**src/rtl/bsat_pkg.sv**
```systemverilog
`timescale 1ns / 1ps
// ----------------------------------------------------------------------------
// bsat_pkg
// Types and constants shared by the byte shadow access tracker.
// ----------------------------------------------------------------------------
package bsat_pkg;

   // shadow store geometry
   localparam int SHADOW_AW    = 16;
   localparam int SHADOW_DEPTH = 1 << SHADOW_AW;
   localparam int MAX_BYTES    = 64;
   localparam int TID_BITS     = 16;
   localparam int EID_BITS     = 32;

   // port field widths
   localparam int REQ_TYPE_W  = 2;
   localparam int BYTE_ADDR_W = 16;
   localparam int BYTE_CNT_W  = 7;
   localparam int THREAD_W    = 16;
   localparam int EVENT_W     = 32;

   // internal widths
   localparam int CNT_W = $clog2(MAX_BYTES + 1);
   localparam int CMP_W = (CNT_W > BYTE_CNT_W) ? CNT_W : BYTE_CNT_W;
   localparam int SUM_W = ((SHADOW_AW > BYTE_ADDR_W) ? SHADOW_AW : BYTE_ADDR_W) + 1;

   // command queue, depth must be a power of two
   localparam int QDEPTH = 2;
   localparam int QPTR_W = (QDEPTH > 1) ? $clog2(QDEPTH) : 1;
   localparam int QCNT_W = $clog2(QDEPTH + 1);

   typedef enum logic [REQ_TYPE_W-1:0] {
      REQ_WRITE = 2'd0,
      REQ_READ  = 2'd1,
      REQ_QUERY = 2'd2,
      REQ_RSVD  = 2'd3
   } req_code_type;

   typedef enum logic [1:0] {
      CMD_NONE,
      CMD_WRITE,
      CMD_READ,
      CMD_QUERY
   } cmd_kind_type;

   typedef struct packed {
      cmd_kind_type           kind;
      logic                   qry_oor;
      logic [BYTE_ADDR_W-1:0] addr;
      logic [CNT_W-1:0]       count;
      logic [TID_BITS-1:0]    tid;
      logic [EID_BITS-1:0]    eid;
   } cmd_type;

   typedef struct packed {
      logic full;
      logic empty;
   } q_status_type;

   typedef enum logic [2:0] {
      ST_CLEAR,
      ST_IDLE,
      ST_ACCESS,
      ST_QUERY,
      ST_RESP
   } state_type;

endpackage

```
**src/rtl/bsat_queue.sv**
```systemverilog
`timescale 1ns / 1ps
// ----------------------------------------------------------------------------
// bsat_queue
// Short command FIFO between the intake and the execution engine.
// ----------------------------------------------------------------------------
module bsat_queue import bsat_pkg::*; (
   input  logic         clock,
   input  logic         reset,
   input  logic         push,
   input  cmd_type      push_cmd,
   input  logic         pop,
   output cmd_type      head,
   output q_status_type q_status
);

   cmd_type           slot_ff [QDEPTH];
   logic [QPTR_W-1:0] wr_ptr_ff, wr_ptr_in;
   logic [QPTR_W-1:0] rd_ptr_ff, rd_ptr_in;
   logic [QCNT_W-1:0] cnt_ff, cnt_in;

   assign head           = slot_ff[rd_ptr_ff];
   assign q_status.full  = (cnt_ff == QCNT_W'(QDEPTH));
   assign q_status.empty = (cnt_ff == '0);

   always_comb begin
      wr_ptr_in = push ? wr_ptr_ff + 1'b1 : wr_ptr_ff;
      rd_ptr_in = pop  ? rd_ptr_ff + 1'b1 : rd_ptr_ff;
      cnt_in    = cnt_ff;
      if (push && !pop) begin
         cnt_in = cnt_ff + 1'b1;
      end else if (pop && !push) begin
         cnt_in = cnt_ff - 1'b1;
      end
   end

   always_ff @(posedge clock) begin
      if (reset) begin
         wr_ptr_ff <= '0;
         rd_ptr_ff <= '0;
         cnt_ff    <= '0;
      end else begin
         wr_ptr_ff <= wr_ptr_in;
         rd_ptr_ff <= rd_ptr_in;
         cnt_ff    <= cnt_in;
      end
   end

   always_ff @(posedge clock) begin
      if (push) begin
         slot_ff[wr_ptr_ff] <= push_cmd;
      end
   end

endmodule

```
**config.mk**
```make
export PLATFORM = sky130hd
export DESIGN_NAME = bsat_queue
export DESIGN_NICKNAME = d
export VERILOG_FILES = /design/src/rtl/bsat_pkg.sv /design/src/rtl/bsat_queue.sv
export SDC_FILE = /design/constraint.sdc
export NUM_CORES = 1
export LEC_CHECK = 0
export ABC_AREA = 0
export BUFFER_PORTS_ARGS = -buffer_cell sky130_fd_sc_hd__buf_4
export CELL_PAD_IN_SITES_DETAIL_PLACEMENT = 0
export CELL_PAD_IN_SITES_GLOBAL_PLACEMENT = 1
export CORE_UTILIZATION = 44
export CTS_CLUSTER_DIAMETER = 40
export DETAILED_ROUTE_END_ITERATION = 16
export GPL_TIMING_DRIVEN = 0
export PLACE_DENSITY = 0.81
export SLEW_MARGIN = 40
export SYNTH_ARGS = -nofsm -noshare
export SYNTH_HDL_FRONTEND = slang
export SYNTH_SLANG_ARGS = --single-unit
```
**constraint.sdc**
```tcl
create_clock -name clock -period 4.6 [get_ports clock]
set_clock_uncertainty 0.1 [all_clocks]
set_input_delay 0 -clock clock [delete_from_list [all_inputs] [get_ports clock]]
set_output_delay 0 -clock clock [all_outputs]
set_load 0.005 [all_outputs]
```
==> results.ini <==
[sta]
relSlewSlack_pct = 64.6
setup_viol = 0
period_share_pct = 39.9
fmax_mhz = 545
timing.final.ws_setup_ns = 2.77
final_max_slew_viol_count = 0
rsz0062_at_grt = no
fin_crit_ns = 1.83
hold_viol_final = 0
worst_pin_slew_ns = 0.530

[power]
peakVddDrop_uv = 234
netSwitchingFraction_pct = 20.4
seqPwrFrac_pct = 48.9
intPower_mw = 2.68
power_density_nw_per_um2 = 403
p_comb_share_pct = 13.3
pwr-share-clk_pct = 37.8
power_switching_uw = 686
power_leakage_nw = 3.19

[global_route]
grt_max_degree = 40
antenna_found_initial = 0
grt_pass1_vias = 3481
grt-ovfl-total = 0
grt_use_total_pct = 17.8
grt_pass1_wl_mm = 16.6

[critical_path]
start_kind = input pin
cp_cell_sequence = dlygate4sd3_1 > buf_4 > ha_1 > or3_1 > a21oi_1 > dlygate4sd3_1
cp_max_fo = 4
crit_top_cell = dlygate4sd3_1
required_ns = 4.86
crit_slowest_cell = dlygate4sd3_1
cpPeakStageDelay_ns = 0.55
cp-end-kind = register
crit_arrival_ns = 2.09
critPathKind = input pin to register

[drt]
dr.pass1.iters = 4
postRouteAntennaNets = 0
via_per_inst = 4.64
wl_mm = 10.9
initialDrtViolationCount = 206
wire_per_inst_microns = 15.9
drc = 0
vias = 3180

[final_layout]
drive_gt1_share_pct = 51.5
antenna_cells = 0
nets = 586
final_cell_mix = buf_4, edfxtp_1, dlygate4sd3_1
area_delta_synth_final_pct = 50.2
mostFrequentLayoutCell = buf_4
final_area_sq_um = 8360
post-route-util_pct = 68.7
post_layout_nonfiller_instances = 686

[synthesis]
synthMuxAreaShare_pct = 15.0
syn_area_sq_um = 5570
synth_fa_ha_area_share_pct = 0.225
synthesis.nets = 331
yosys.area.top_type = edfxtp_1
avgSynthCellArea_sq_um = 22.1
yosysTopAreaCellShare_pct = 79.9
ys_seq_elements = 153
yosys-top-cells-area = edfxtp_1, mux2_2, dfxtp_1, buf_6, nor2_1
yosys_warnings = 0
yosys.area_share.simple_pct = 0.832
synth_top_family_by_area = multiplexers
synth-xor-area-share_pct = 0.629
synth-seq-area-share_pct = 81.7
syn_inst = 252
synthDistinctLibCells = 17
synth_compound_area_share_pct = 0.180

[clock_tree]
clk_path_buf_depth = 2
cts_resized = 0
cts_setup_buffers = 0
ctsHtreeMaxLevel = 4
clock_latency_ns = 0.42
clock_sinks = 153
cts_made_buffers = 17
cts_tree = built
hold_buffers = 78
clockRootBuffer = clkbuf_16
path_clk_slew_ns = 0.06

[floorplan]
die_w_microns = 114
core_sq_um = 12200
std_cell_rows = 40
dieArea_sq_um = 13100
ios = 154
die_y_microns = 114
initial_core_util_pct = 45.8

[placed_design]
placed_cell_area_sq_um = 7040
dp_worst_setup_slack_ns = 2.92
hpwlAfterDp_mm = 6.71
dp.cells = 578
io_buffers = 153
place.gp.congestion = 0.669

[flow_run]
max_cap_violations = 0

[hold_path]
holdCritPathClass = input pin to register

[status]
status = complete, no violations

-- worst max-delay path: cells and delay by family --
| kind | cells | cell delay, ns |
|---|---|---|
| AOI/OAI and AO/OA | 1 | 0.14 |
| buffers and inverters | 3 | 1.26 |
| and+or+nand+nor | 1 | 0.36 |
| adders and majority gates | 1 | 0.33 |
-- layer usage --
layer | vias up | share of wire (%) | track usage [%]
met3 | 19 | 6.8 | 6.93
li1 | 1507 | - | -
met5 | - | 0 | 0
met1 | 1538 | 38 | 18.4
met2 | 116 | 53 | 31.5
met4 | 0 | 1.8 | 8.40
-- metrics by stage --
step / power [mW] / TNS [ns] / hold slack, ns
finish: 3.36 / 0 / 0.203
floorplan: 1.84 / 0 / -0.0309
CTS: 3.40 / 0 / 0.182
detailed placement: 2.07 / 0 / 0.0882
global placement: 2.05 / -107.42 / 0.0848
global route: 3.50 / 0 / 0.192
-- power groups by stage --
stage | registers [mW] | clock network (mW) | logic [mW]
detailed placement | 1.68 | 0 | 0.393
finish | 1.65 | 1.27 | 0.446
CTS | 1.65 | 1.30 | 0.450
global route | 1.65 | 1.37 | 0.479
floorplan | 1.68 | 0 | 0.168
global placement | 1.68 | 0 | 0.366
-- Yosys cell counts --
master    number
xnor2_1        2
buf_4          1
mux2_2        74
ha_1           1
inv_1          1
nor2b_1        1
and2_1         1
and2b_2        1
nor2_1         5
o21ai_0        1
buf_6          6
dfxtp_1        5
edfxtp_1     148
a21oi_1        1
or3_1          1
xor2_1         2
buf_2          1
-- path summary, 6_finish.rpt --
check,start,endpoint,slack (ns),depth (start not counted)
worst max-delay path,push,cnt_ff[1],2.77,6
worst min-delay path,push_cmd[65],slot_ff[1][65],0.20,2
worst max register to register,wr_ptr_ff,slot_ff[1][55],2.90,2
worst min register to register,rd_ptr_ff,rd_ptr_ff,0.42,2
-- logic make-up after synthesis --
family | after synthesis
adder cells (fa/ha/maj) | 1
AND/OR/NAND/NOR | 9
XOR/XNOR | 4
flip-flops | 153
buffers and inverters | 9
multiplexers | 74
AO/OA/AOI/OAI | 2
-- layout make-up --
type	count	area [sq um]
clock buffers	18	429
clock inverters	12	110
repair buffers	236	2030
fillers	809	3800
multi-input cells	90	947
flip-flops and latches	153	4540
plain buffers	8	80.1
inverters	1	3.75
well taps	168	210
-- registers in the layout (all words and copies together), names as in the netlist, named ones only --
| signal | flops |
|---|---|
| rd_ptr_ff | 1 |
| wr_ptr_ff | 1 |
| cnt_ff | 2 |
| slot_ff | 148 |
Power figures use the tool's default switching activity.
