File: config.mk
export PLATFORM = sky130hd
export DESIGN_NAME = bsat_front
export DESIGN_NICKNAME = d
export VERILOG_FILES = /design/src/rtl/bsat_pkg.sv /design/src/rtl/bsat_front.sv
export SDC_FILE = /design/constraint.sdc
export NUM_CORES = 1
export LEC_CHECK = 0
export BUFFER_PORTS_ARGS = -buffer_cell sky130_fd_sc_hd__buf_2
export CAP_MARGIN = 5
export CELL_PAD_IN_SITES_DETAIL_PLACEMENT = 1
export CELL_PAD_IN_SITES_GLOBAL_PLACEMENT = 2
export CORE_MARGIN = 4
export CORE_UTILIZATION = 10
export DETAILED_ROUTE_END_ITERATION = 10
export PLACE_DENSITY = 0.95
export SYNTH_ARGS = -nofsm -noshare
export SYNTH_HDL_FRONTEND = slang
export SYNTH_SLANG_ARGS = --single-unit
File: constraint.sdc
create_clock -name vclk -period 0.8
set_clock_uncertainty 0.2 [all_clocks]
set_input_delay 0.08 -clock vclk [all_inputs]
set_output_delay 0.08 -clock vclk [all_outputs]
set_load 0.02 [all_outputs]
File: src/rtl/bsat_pkg.sv
`timescale 1ns / 1ps
// ----------------------------------------------------------------------------
// bsat_pkg
// Types and constants shared by the byte shadow access tracker.
// ----------------------------------------------------------------------------
package bsat_pkg;

   // shadow store geometry
   localparam int SHADOW_AW    = 16;
   localparam int SHADOW_DEPTH = 1 << SHADOW_AW;
   localparam int MAX_BYTES    = 64;
   localparam int TID_BITS     = 16;
   localparam int EID_BITS     = 32;

   // port field widths
   localparam int REQ_TYPE_W  = 2;
   localparam int BYTE_ADDR_W = 16;
   localparam int BYTE_CNT_W  = 7;
   localparam int THREAD_W    = 16;
   localparam int EVENT_W     = 32;

   // internal widths
   localparam int CNT_W = $clog2(MAX_BYTES + 1);
   localparam int CMP_W = (CNT_W > BYTE_CNT_W) ? CNT_W : BYTE_CNT_W;
   localparam int SUM_W = ((SHADOW_AW > BYTE_ADDR_W) ? SHADOW_AW : BYTE_ADDR_W) + 1;

   // command queue, depth must be a power of two
   localparam int QDEPTH = 2;
   localparam int QPTR_W = (QDEPTH > 1) ? $clog2(QDEPTH) : 1;
   localparam int QCNT_W = $clog2(QDEPTH + 1);

   typedef enum logic [REQ_TYPE_W-1:0] {
      REQ_WRITE = 2'd0,
      REQ_READ  = 2'd1,
      REQ_QUERY = 2'd2,
      REQ_RSVD  = 2'd3
   } req_code_type;

   typedef enum logic [1:0] {
      CMD_NONE,
      CMD_WRITE,
      CMD_READ,
      CMD_QUERY
   } cmd_kind_type;

   typedef struct packed {
      cmd_kind_type           kind;
      logic                   qry_oor;
      logic [BYTE_ADDR_W-1:0] addr;
      logic [CNT_W-1:0]       count;
      logic [TID_BITS-1:0]    tid;
      logic [EID_BITS-1:0]    eid;
   } cmd_type;

   typedef struct packed {
      logic full;
      logic empty;
   } q_status_type;

   typedef enum logic [2:0] {
      ST_CLEAR,
      ST_IDLE,
      ST_ACCESS,
      ST_QUERY,
      ST_RESP
   } state_type;

endpackage

File: src/rtl/bsat_front.sv
`timescale 1ns / 1ps
// ----------------------------------------------------------------------------
// bsat_front
// Request intake: handshake, count clamp, type decode and query range check.
// ----------------------------------------------------------------------------
module bsat_front import bsat_pkg::*; (
   input  logic                   start,
   input  logic [REQ_TYPE_W-1:0]  req_type,
   input  logic [BYTE_ADDR_W-1:0] req_byte_addr,
   input  logic [BYTE_CNT_W-1:0]  req_byte_count,
   input  logic [THREAD_W-1:0]    req_thread_id,
   input  logic [EVENT_W-1:0]     req_event_id,
   input  q_status_type           q_status,
   input  logic                   clearing,
   output logic                   busy,
   output logic                   push,
   output cmd_type                cmd
);

   logic [CMP_W-1:0] cnt_ext;
   logic [CNT_W-1:0] cnt_clamped;
   req_code_type     code;

   assign busy = clearing | q_status.full;
   assign push = start & ~busy;

   always_comb begin
      cnt_ext = CMP_W'(req_byte_count);
      if (cnt_ext > CMP_W'(MAX_BYTES)) begin
         cnt_clamped = CNT_W'(MAX_BYTES);
      end else begin
         cnt_clamped = CNT_W'(cnt_ext);
      end
   end

   always_comb begin
      code        = req_code_type'(req_type);
      cmd.addr    = req_byte_addr;
      cmd.count   = cnt_clamped;
      cmd.tid     = TID_BITS'(req_thread_id);
      cmd.eid     = EID_BITS'(req_event_id);
      cmd.qry_oor = 1'b0;
      unique case (code)
         REQ_WRITE: begin
            cmd.kind = (cnt_clamped != '0) ? CMD_WRITE : CMD_NONE;
         end
         REQ_READ: begin
            cmd.kind = (cnt_clamped != '0) ? CMD_READ : CMD_NONE;
         end
         REQ_QUERY: begin
            cmd.kind    = CMD_QUERY;
            cmd.qry_oor = ((SUM_W'(req_byte_addr) >> SHADOW_AW) != '0);
         end
         default: begin
            cmd.kind = CMD_NONE;
         end
      endcase
   end

endmodule

==> run_results.csv, run 1 <==
group,metric,value,unit
setup_path,slowest_stage,"nor4_4",
grt,grt_start_max_net_pins,8,
setup_path,end_kind,"output port",
floorplanning,die_w,86.0,um
finish,post_route_cells_drive_above_1_share,92.9,%
hold_path,whs_endpoint,"cmd[20]",
timing,period_needed,1.04,ns
setup_path,critical_path_required,0.52,ns
routing,wl_per_cell,11.9,um
floorplanning,num_rows,28,
pwr,leakagePower,0.203,nW
finish,finalNetCount,121,
finish,seq_cell_count,0,
timing,setup_viol,10,
timing,report.final.slew_viol_count,0,
grt,grt_overflow_total,0,
status,failed_checks,"hold timing, setup timing",
floorplanning,io_pins,153,
setup_path,path_class,"primary input to output port",
pwr,report.power.total,258,uW
routing,drc_errors,0,
synth,syn_inst,82,
floorplanning,die-area,7390,um2
finish,fin_cells,117,
placed_design,dp_hpwl,1140,um
finish,final-seq-area,0,um2
job,max-cap-violations,0,
hold_path,hold_path.class,"primary input to output port",
timing,max_freq,0.960,GHz
setup_path,cp-start-kind,"primary input",
placed_design,finalWeightedCongestion,0.672,
timing,finalHoldViolCount,64,
placed_design,dp_slack,-0.261,ns
grt,grt_pass1_vias,338,
timing,rsz0062_at_grt,"yes",
synth,syn_nets,159,
routing,drt-initial-drc-count,3,
finish,antennaDiodeCount,0,
routing,firstDrtPassIters,2,
synth,avgSynthCellArea,7.42,um2
synth,ys_types,12,
floorplanning,die_h,86.0,um
routing,vias_per_cell,2.50,
grt,antenna_found_initial,0,
timing,finalCritPeriodShare,130,%
setup_path,critPathMaxStageDelay,0.33,ns
timing,worst_hold_slack,-0.0400,ns
floorplanning,floorplan.initialDensity,10.3,%
timing,finalWorstSetupSlack,-0.242,ns
synth,yosysSeqAreaShare,0,%
finish,clock_buffers,0,
placed_design,portBuffers,23,
synth,ys.warnings.count,0,
pwr,powerDensity,508,nW/um2
routing,detail-route-antenna-nets,0,
setup_path,crit_buf_inv,2,
setup_path,path_cells,"buf_8 > nor4_4 > a21oi_2 > buf_4",
setup_path,crit_family,"simple AND/OR/NAND/NOR gates",
floorplanning,core_area,5920,um2
routing,vias,293,
status,outcome,"finished with violations",
placed_design,dp_cells,117,
routing,routed_wl,1390,um
hold_path,holdPathStages,0,
grt,grt_pass1_wl,1910,um
grt,grt_usage,3.34,%
synth,netlist_area,608,um2
finish,area_growth,-16.5,%
setup_path,cp_max_fo,2,
pwr,irDropWorstVdd,0.132,mV
hold_path,hold_path.startpoint,"req_event_id[20]",
setup_path,crit_arrival,0.76,ns
cell families after synthesis:
group | count (synthesis) | synth area share [%]
other | 1 | 0.617
and+or+nand+nor | 11 | 14.8
buffers and inverters | 67 | 81.5
xor gates and xnor gates | 1 | 1.44
AOI/OAI and AO/OA | 2 | 1.65
cell usage after synthesis, drive strengths merged:
| library cell | n | share of area, % |
|---|---|---|
| nor4b | 1 | 1.4 |
| inv | 1 | 0.62 |
| a21oi | 2 | 1.6 |
| conb | 1 | 0.62 |
| or2 | 1 | 1.0 |
| and2b | 6 | 8.6 |
| buf | 65 | 80 |
| clkbuf | 1 | 0.62 |
| nor4 | 2 | 3.1 |
| xnor2 | 1 | 1.4 |
| nor2 | 1 | 0.62 |
report_power, final:
part	internal [mW]	switching, mW	leakage (nW)
combinational	0.138	0.120	0.203
sequential	0	0	0
clock	0	0	0
timing repair:
item | CTS | global route
endpoints found under the hold margin | 64 | 64
gates resized for setup | 29 | 4
setup buffers | 0 | 0
pin swaps | 4 | 4
setup endpoints to repair | 10 | 10
placed cells by master (no fill, tap or decap):
cell type  netlist  routed
buf_6            0      15
or2_4            0       1
buf_8            0       1
nor2_4           0       1
nor4b_4          0       1
nor4_4           0       2
xnor2_1          1       1
buf_4           65       3
inv_1            1       1
conb_1           1       1
a21oi_2          0       2
buf_2            0       7
and2b_2          6       6
worst max-delay path by stage:
stage / from / to / slack (ns) / cells after the start
final: req_byte_count[6] / cmd[72] / -0.24 / 4
after global placement: req_byte_count[6] / cmd[73] / -0.25 / 4
after CTS: req_byte_count[2] / cmd[73] / -0.24 / 4
after global routing: req_byte_count[6] / cmd[72] / -0.27 / 4
after floorplan: q_status[1] / push / -0.005 / 2
after detailed placement: req_byte_count[6] / cmd[73] / -0.26 / 4
stage by stage:
step                      area, um2  util, %  setup TNS (ns)
after detailed placement        387     6.53           -1.86
after CTS                       490     8.28           -1.19
after global routing            508     8.58           -1.39
after floorplan                 647        -        -0.00657
after global placement          387     6.53           -1.76
final                           508     8.58           -1.19
per-layer routing:
layer / GRT usage, % / wire length [um] / vias up / share of wire, %
li1: - / - / 105 / -
met1: 1.31 / 228 / 124 / 16
met2: 5.89 / 605 / 32 / 43
met3: 2.40 / 346 / 32 / 25
met4: 5.32 / 212 / 0 / 15
met5: 0 / 0 / - / 0
cell type report:
cell class         instances  area [um2]
inverters                  1        3.75
fillers                  692        5410
multi-input cells         15         169
well taps                 75        93.8
repair buffers            26         241
Power figures use the tool's default switching activity.
==> run 2: changes to the inputs <==
==> constraint.sdc (replaced) <==
create_clock -name vclk -period 1.3
set_clock_uncertainty 0.2 [all_clocks]
set_input_delay 0.13 -clock vclk [all_inputs]
set_output_delay 0.13 -clock vclk [all_outputs]
set_load 0.02 [all_outputs]
==> run 2 against run 1 <==
Compared with the run above:
- the flow now finishes without violations
- routed wire length fell by 11%
- power fell by 62%
- critical path depth rose by 1
- utilization fell by 2.8 points
- non-clock buffer count fell by 1
- sequential share of layout area did not move
- die area did not move
- first-iteration DRC count fell by 67%
- design area fell by 33%
- flip-flop and latch count did not move
- hold slack improved by 0.10 ns
- largest power group unchanged
==> run_results.csv, run 2 (same netlist as run 1, synthesis figures left out) <==
group,metric,value,unit
clocking,ctsResizeCount,0,
routing,detail-route-antenna-nets,0,
grt,grt_start_max_net_pins,8,
finish,post_route_cells_drive_above_1_share,80.5,%
floorplanning,io_pins,153,
finish,fin_area,340,um2
finish,final-seq-area,0,um2
hold_path,hold_path.class,"primary input to output port",
floorplanning,die_h,86.0,um
timing,report.final.slew_viol_count,0,
routing,vias,263,
finish,finalNetCount,120,
routing,drc_errors,0,
grt,grt_usage,2.78,%
timing,finalHoldViolCount,0,
finish,seq_cell_count,0,
timing,rsz0062_at_grt,"no",
finish,antennaDiodeCount,0,
timing,setup_viol,0,
job,max-cap-violations,0,
floorplanning,floorplan.initialDensity,10.3,%
clocking,post_cts_buffers,0,
floorplanning,num_rows,28,
timing,fin_tns_setup,0,ns
pwr,leakagePower,0.157,nW
pwr,powerDensity,289,nW/um2
finish,clock_buffers,0,
setup_path,path_cells,"buf_2 > nor4_2 > buf_4 > a21oi_1 > buf_2",
finish,fin_cells,116,
pwr,irDropWorstVdd,0.0285,mV
floorplanning,die-area,7390,um2
placed_design,dp_hpwl,1100,um
setup_path,path_class,"primary input to output port",
setup_path,crit_top_cell,"buf_2",
timing,finalCritPeriodShare,91.9,%
grt,grt_pass1_wl,1590,um
status,outcome,"completed",
grt,antenna_found_initial,0,
setup_path,cp_max_fo,2,
placed_design,finalWeightedCongestion,0.556,
placed_design,dpl_cell_area,340,um2
grt,grt_overflow_total,0,
floorplanning,core_area,5920,um2
routing,firstDrtPassIters,2,
clocking,cts_hold_buf,0,
setup_path,critical_path_required,0.97,ns
routing,routed_wl,1240,um
placed_design,portBuffers,23,
timing,period_needed,1.19,ns
setup_path,critPathMaxStageDelay,0.25,ns
finish,final_common_cell,"buf_2",
routing,wl_per_cell,10.6,um
finish,area_growth,-44.0,%
floorplanning,die_w,86.0,um
placed_design,dp_cells,116,
setup_path,slowest_stage,"nor4_2",
timing,max_freq,0.837,GHz
routing,drt-initial-drc-count,1,
setup_path,crit_arrival,0.86,ns
setup_path,end_kind,"output port",
setup_path,cp-start-kind,"primary input",
routing,vias_per_cell,2.27,
grt,grt_pass1_vias,289,
finish,final_cell_mix,"23 x buf_2, 6 x and2b_2, 2 x a21oi_1, 2 x buf_4",
-- run 2: cell types whose count changed in the layout (fill, tap and decap cells not counted), moves of 2 or more --
cell     before  now
nor4_4        2    0
buf_2         7   23
a21oi_2       2    0
buf_6        15    0
a21oi_1       0    2
-- run 2: worst paths after layout --
path	startpoint	end	slack, ns	depth (start not counted)
max	req_byte_count[6]	cmd[73]	0.11	5
min	req_event_id[20]	cmd[20]	0.06	0
-- run 2: final cells by class --
cell class                      count  area [um2]
Fill cell                         712        5580
Timing Repair Buffer               25         130
Multi-Input combinational cell     15         113
Tap cell                           75        93.8
Inverter                            1        3.75
-- run 2: metrics by stage --
step           hold slack (ns)  setup WS [ns]  power, mW  util (%)
3_3_place_gp            0.0601         0.0929     0.0990      5.75
2_1_floorplan            0.137          0.180      0.340         -
3_5_place_dp            0.0601         0.0823      0.101      5.75
6_report                0.0600          0.105     0.0985      5.75
5_1_grt                 0.0600         0.0425      0.108      5.75
4_1_cts                 0.0601         0.0807      0.102      5.75
-- run 2: routing by layer --
metal  up-vias  share of wire [%]  global-route usage [%]
li1        103                  -                       -
met1       102                 20                    1.48
met2        30                 44                    4.41
met3        28                 20                    1.92
met4         0                 16                    4.60
met5         -                  0                       0
-- run 2: report_power, final --
group | internal [mW] | leakage (nW) | switching (mW)
sequential | 0 | 0 | 0
combinational | 0.0430 | 0.157 | 0.0555
clock | 0 | 0 | 0
-- run 2: worst max-delay path: cells and delay by family --
| family | cells | cell delay (ns) |
|---|---|---|
| AO/OA/AOI/OAI | 1 | 0.05 |
| buffers and inverters | 3 | 0.43 |
| AND/OR/NAND/NOR | 1 | 0.25 |
==> run 3: changes to the inputs <==
--- a/config.mk
+++ b/config.mk
@@ -5,6 +5,7 @@
 export SDC_FILE = /design/constraint.sdc
 export NUM_CORES = 1
 export LEC_CHECK = 0
+export ABC_AREA = 1
 export BUFFER_PORTS_ARGS = -buffer_cell sky130_fd_sc_hd__buf_2
 export CAP_MARGIN = 5
 export CELL_PAD_IN_SITES_DETAIL_PLACEMENT = 1
==> run 3 against run 2 <==
Compared with the run above:
- flip-flop and latch count is the same
- critical path depth stayed put
- power decreased by 8.2%
- utilization fell by 0.28 points
- cell count is 3.4% higher
- area after synthesis shrank 0.62%
- hold slack hardly changed
- non-clock buffer count decreased by 2
- routed wire length is 22% lower
==> run_results.csv, run 3 <==
group,metric,value,unit
placed_design,finalWeightedCongestion,0.598,
synth,synth_top_area_share,80.7,%
setup_path,path_class,"primary input to output port",
routing,routed_wl,958,um
finish,final_common_cell,"buf_2",
synth,synth_top_area_cell,"buf_4",
synth,netlist_area,604,um2
pwr,leakagePower,0.153,nW
finish,seq_cell_count,0,
synth,yosys-top-cells-count,"65 x buf_4, 9 x nor2_1, 4 x inv_1, 3 x a21boi_0",
finish,final-seq-area,0,um2
floorplanning,die-area,7350,um2
grt,grt_start_max_net_pins,9,
finish,final_cell_mix,"23 x buf_2, 9 x nor2_1, 4 x inv_1",
synth,synth_area_leaders,"buf_4 81%, nor2_1 5.6%, a21boi_0 3.7%, inv_1 2.5%, nand3_2 1.7%",
routing,vias_per_cell,2.34,
synth,avgSynthCellArea,6.87,um2
timing,rsz0062_at_grt,"no",
routing,drc_errors,0,
finish,post_route_cells_drive_above_1_share,57.8,%
finish,area_growth,-46.8,%
timing,finalHoldViolCount,0,
grt,antenna_found_initial,0,
floorplanning,die_w,85.7,um
pwr,irDropWorstVdd,0.0441,mV
floorplanning,num_rows,28,
timing,period_needed,1.17,ns
setup_path,end_kind,"output port",
clocking,ctsResizeCount,0,
timing,worst_hold_slack,0.0600,ns
placed_design,dp_hpwl,830,um
clocking,post_cts_buffers,0,
routing,vias,281,
timing,finalCritPeriodShare,90.0,%
floorplanning,die_h,85.7,um
finish,antennaDiodeCount,0,
floorplanning,floorplan.initialDensity,10.3,%
synth,syn_inst,88,
job,max-cap-violations,0,
floorplanning,io_pins,153,
clocking,cts_hold_buf,0,
pwr,powerDensity,281,nW/um2
synth,ys.warnings.count,0,
setup_path,cp-start-kind,"primary input",
status,outcome,"completed",
routing,wl_per_cell,7.98,um
placed_design,portBuffers,23,
routing,detail-route-antenna-nets,0,
synth,syn_nets,165,
setup_path,critical_path_required,0.97,ns
finish,clock_buffers,0,
timing,report.final.slew_viol_count,0,
grt,grt_overflow_total,0,
synth,synth_most_common_cell,"buf_4",
grt,grt_usage,2.08,%
synth,yosysSeqAreaShare,0,%
timing,setup_viol,0,
setup_path,cp_max_fo,4,
timing,max_freq,0.854,GHz
setup_path,crit_arrival,0.84,ns
synth,ys_types,11,
grt,grt_pass1_wl,1330,um
grt,grt_pass1_vias,283,
hold_path,hold_path.class,"primary input to output port",
finish,finalNetCount,124,
routing,drt-initial-drc-count,4,
timing,fin_tns_setup,0,ns
floorplanning,core_area,5890,um2
routing,firstDrtPassIters,2,
[run 3: changes by cell type after synthesis, moves of 2 or more]
cell / previous run / this run
and2b_2: 6 / 0
nor2_1: 1 / 9
inv_1: 1 / 4
a21oi_1: 2 / 0
a21boi_0: 0 / 3
[run 3: final timing paths]
kind               from  endpoint  depth (start not counted)
max   req_byte_count[3]   cmd[48]                          5
min    req_event_id[12]   cmd[12]                          0
[run 3: critical path, cell delays in order]
cell	delay, ns
buf_2	0.10
nor2_1	0.12
nand3_2	0.12
a21boi_0	0.17
buf_2	0.19
[run 3: area by class of cell]
class                           count  area [um2]
Fill cell                         735        5560
Inverter                            4        15.0
Multi-Input combinational cell     18        97.6
Tap cell                           75        93.8
Timing Repair Buffer               23         115
[run 3: logic make-up after synthesis]
family	synth area share [%]
other cells	0.621
xor+xnor	1.45
simple gates	10.4
buf+inv	83.8
compound gates	3.73
[run 3: power breakdown]
| part | switching (mW) | leakage, nW | internal [mW] | total, mW |
|---|---|---|---|---|
| logic | 0.0542 | 0.153 | 0.0362 | 0.0905 |
| clock network | 0 | 0 | 0 | 0 |
| registers | 0 | 0 | 0 | 0 |
[run 3: through the flow]
stage / power (mW) / area, um2 / util [%] / setup WS [ns] / std cells
floorplan: 0.339 / 604 / - / 0.109 / 88
global placement: 0.0899 / 322 / 5.46 / 0.137 / 120
detailed placement: 0.0921 / 322 / 5.46 / 0.103 / 120
finish: 0.0905 / 322 / 5.46 / 0.130 / 120
CTS: 0.0923 / 322 / 5.46 / 0.103 / 120
global route: 0.100 / 322 / 5.46 / 0.0102 / 120
[run 3: metal layers]
layer	up-vias	part of all wire, %	track usage, %
met5	-	0	0
met4	0	15	3.88
met3	26	18	1.25
met2	26	46	2.97
met1	118	22	1.32
li1	111	-	-
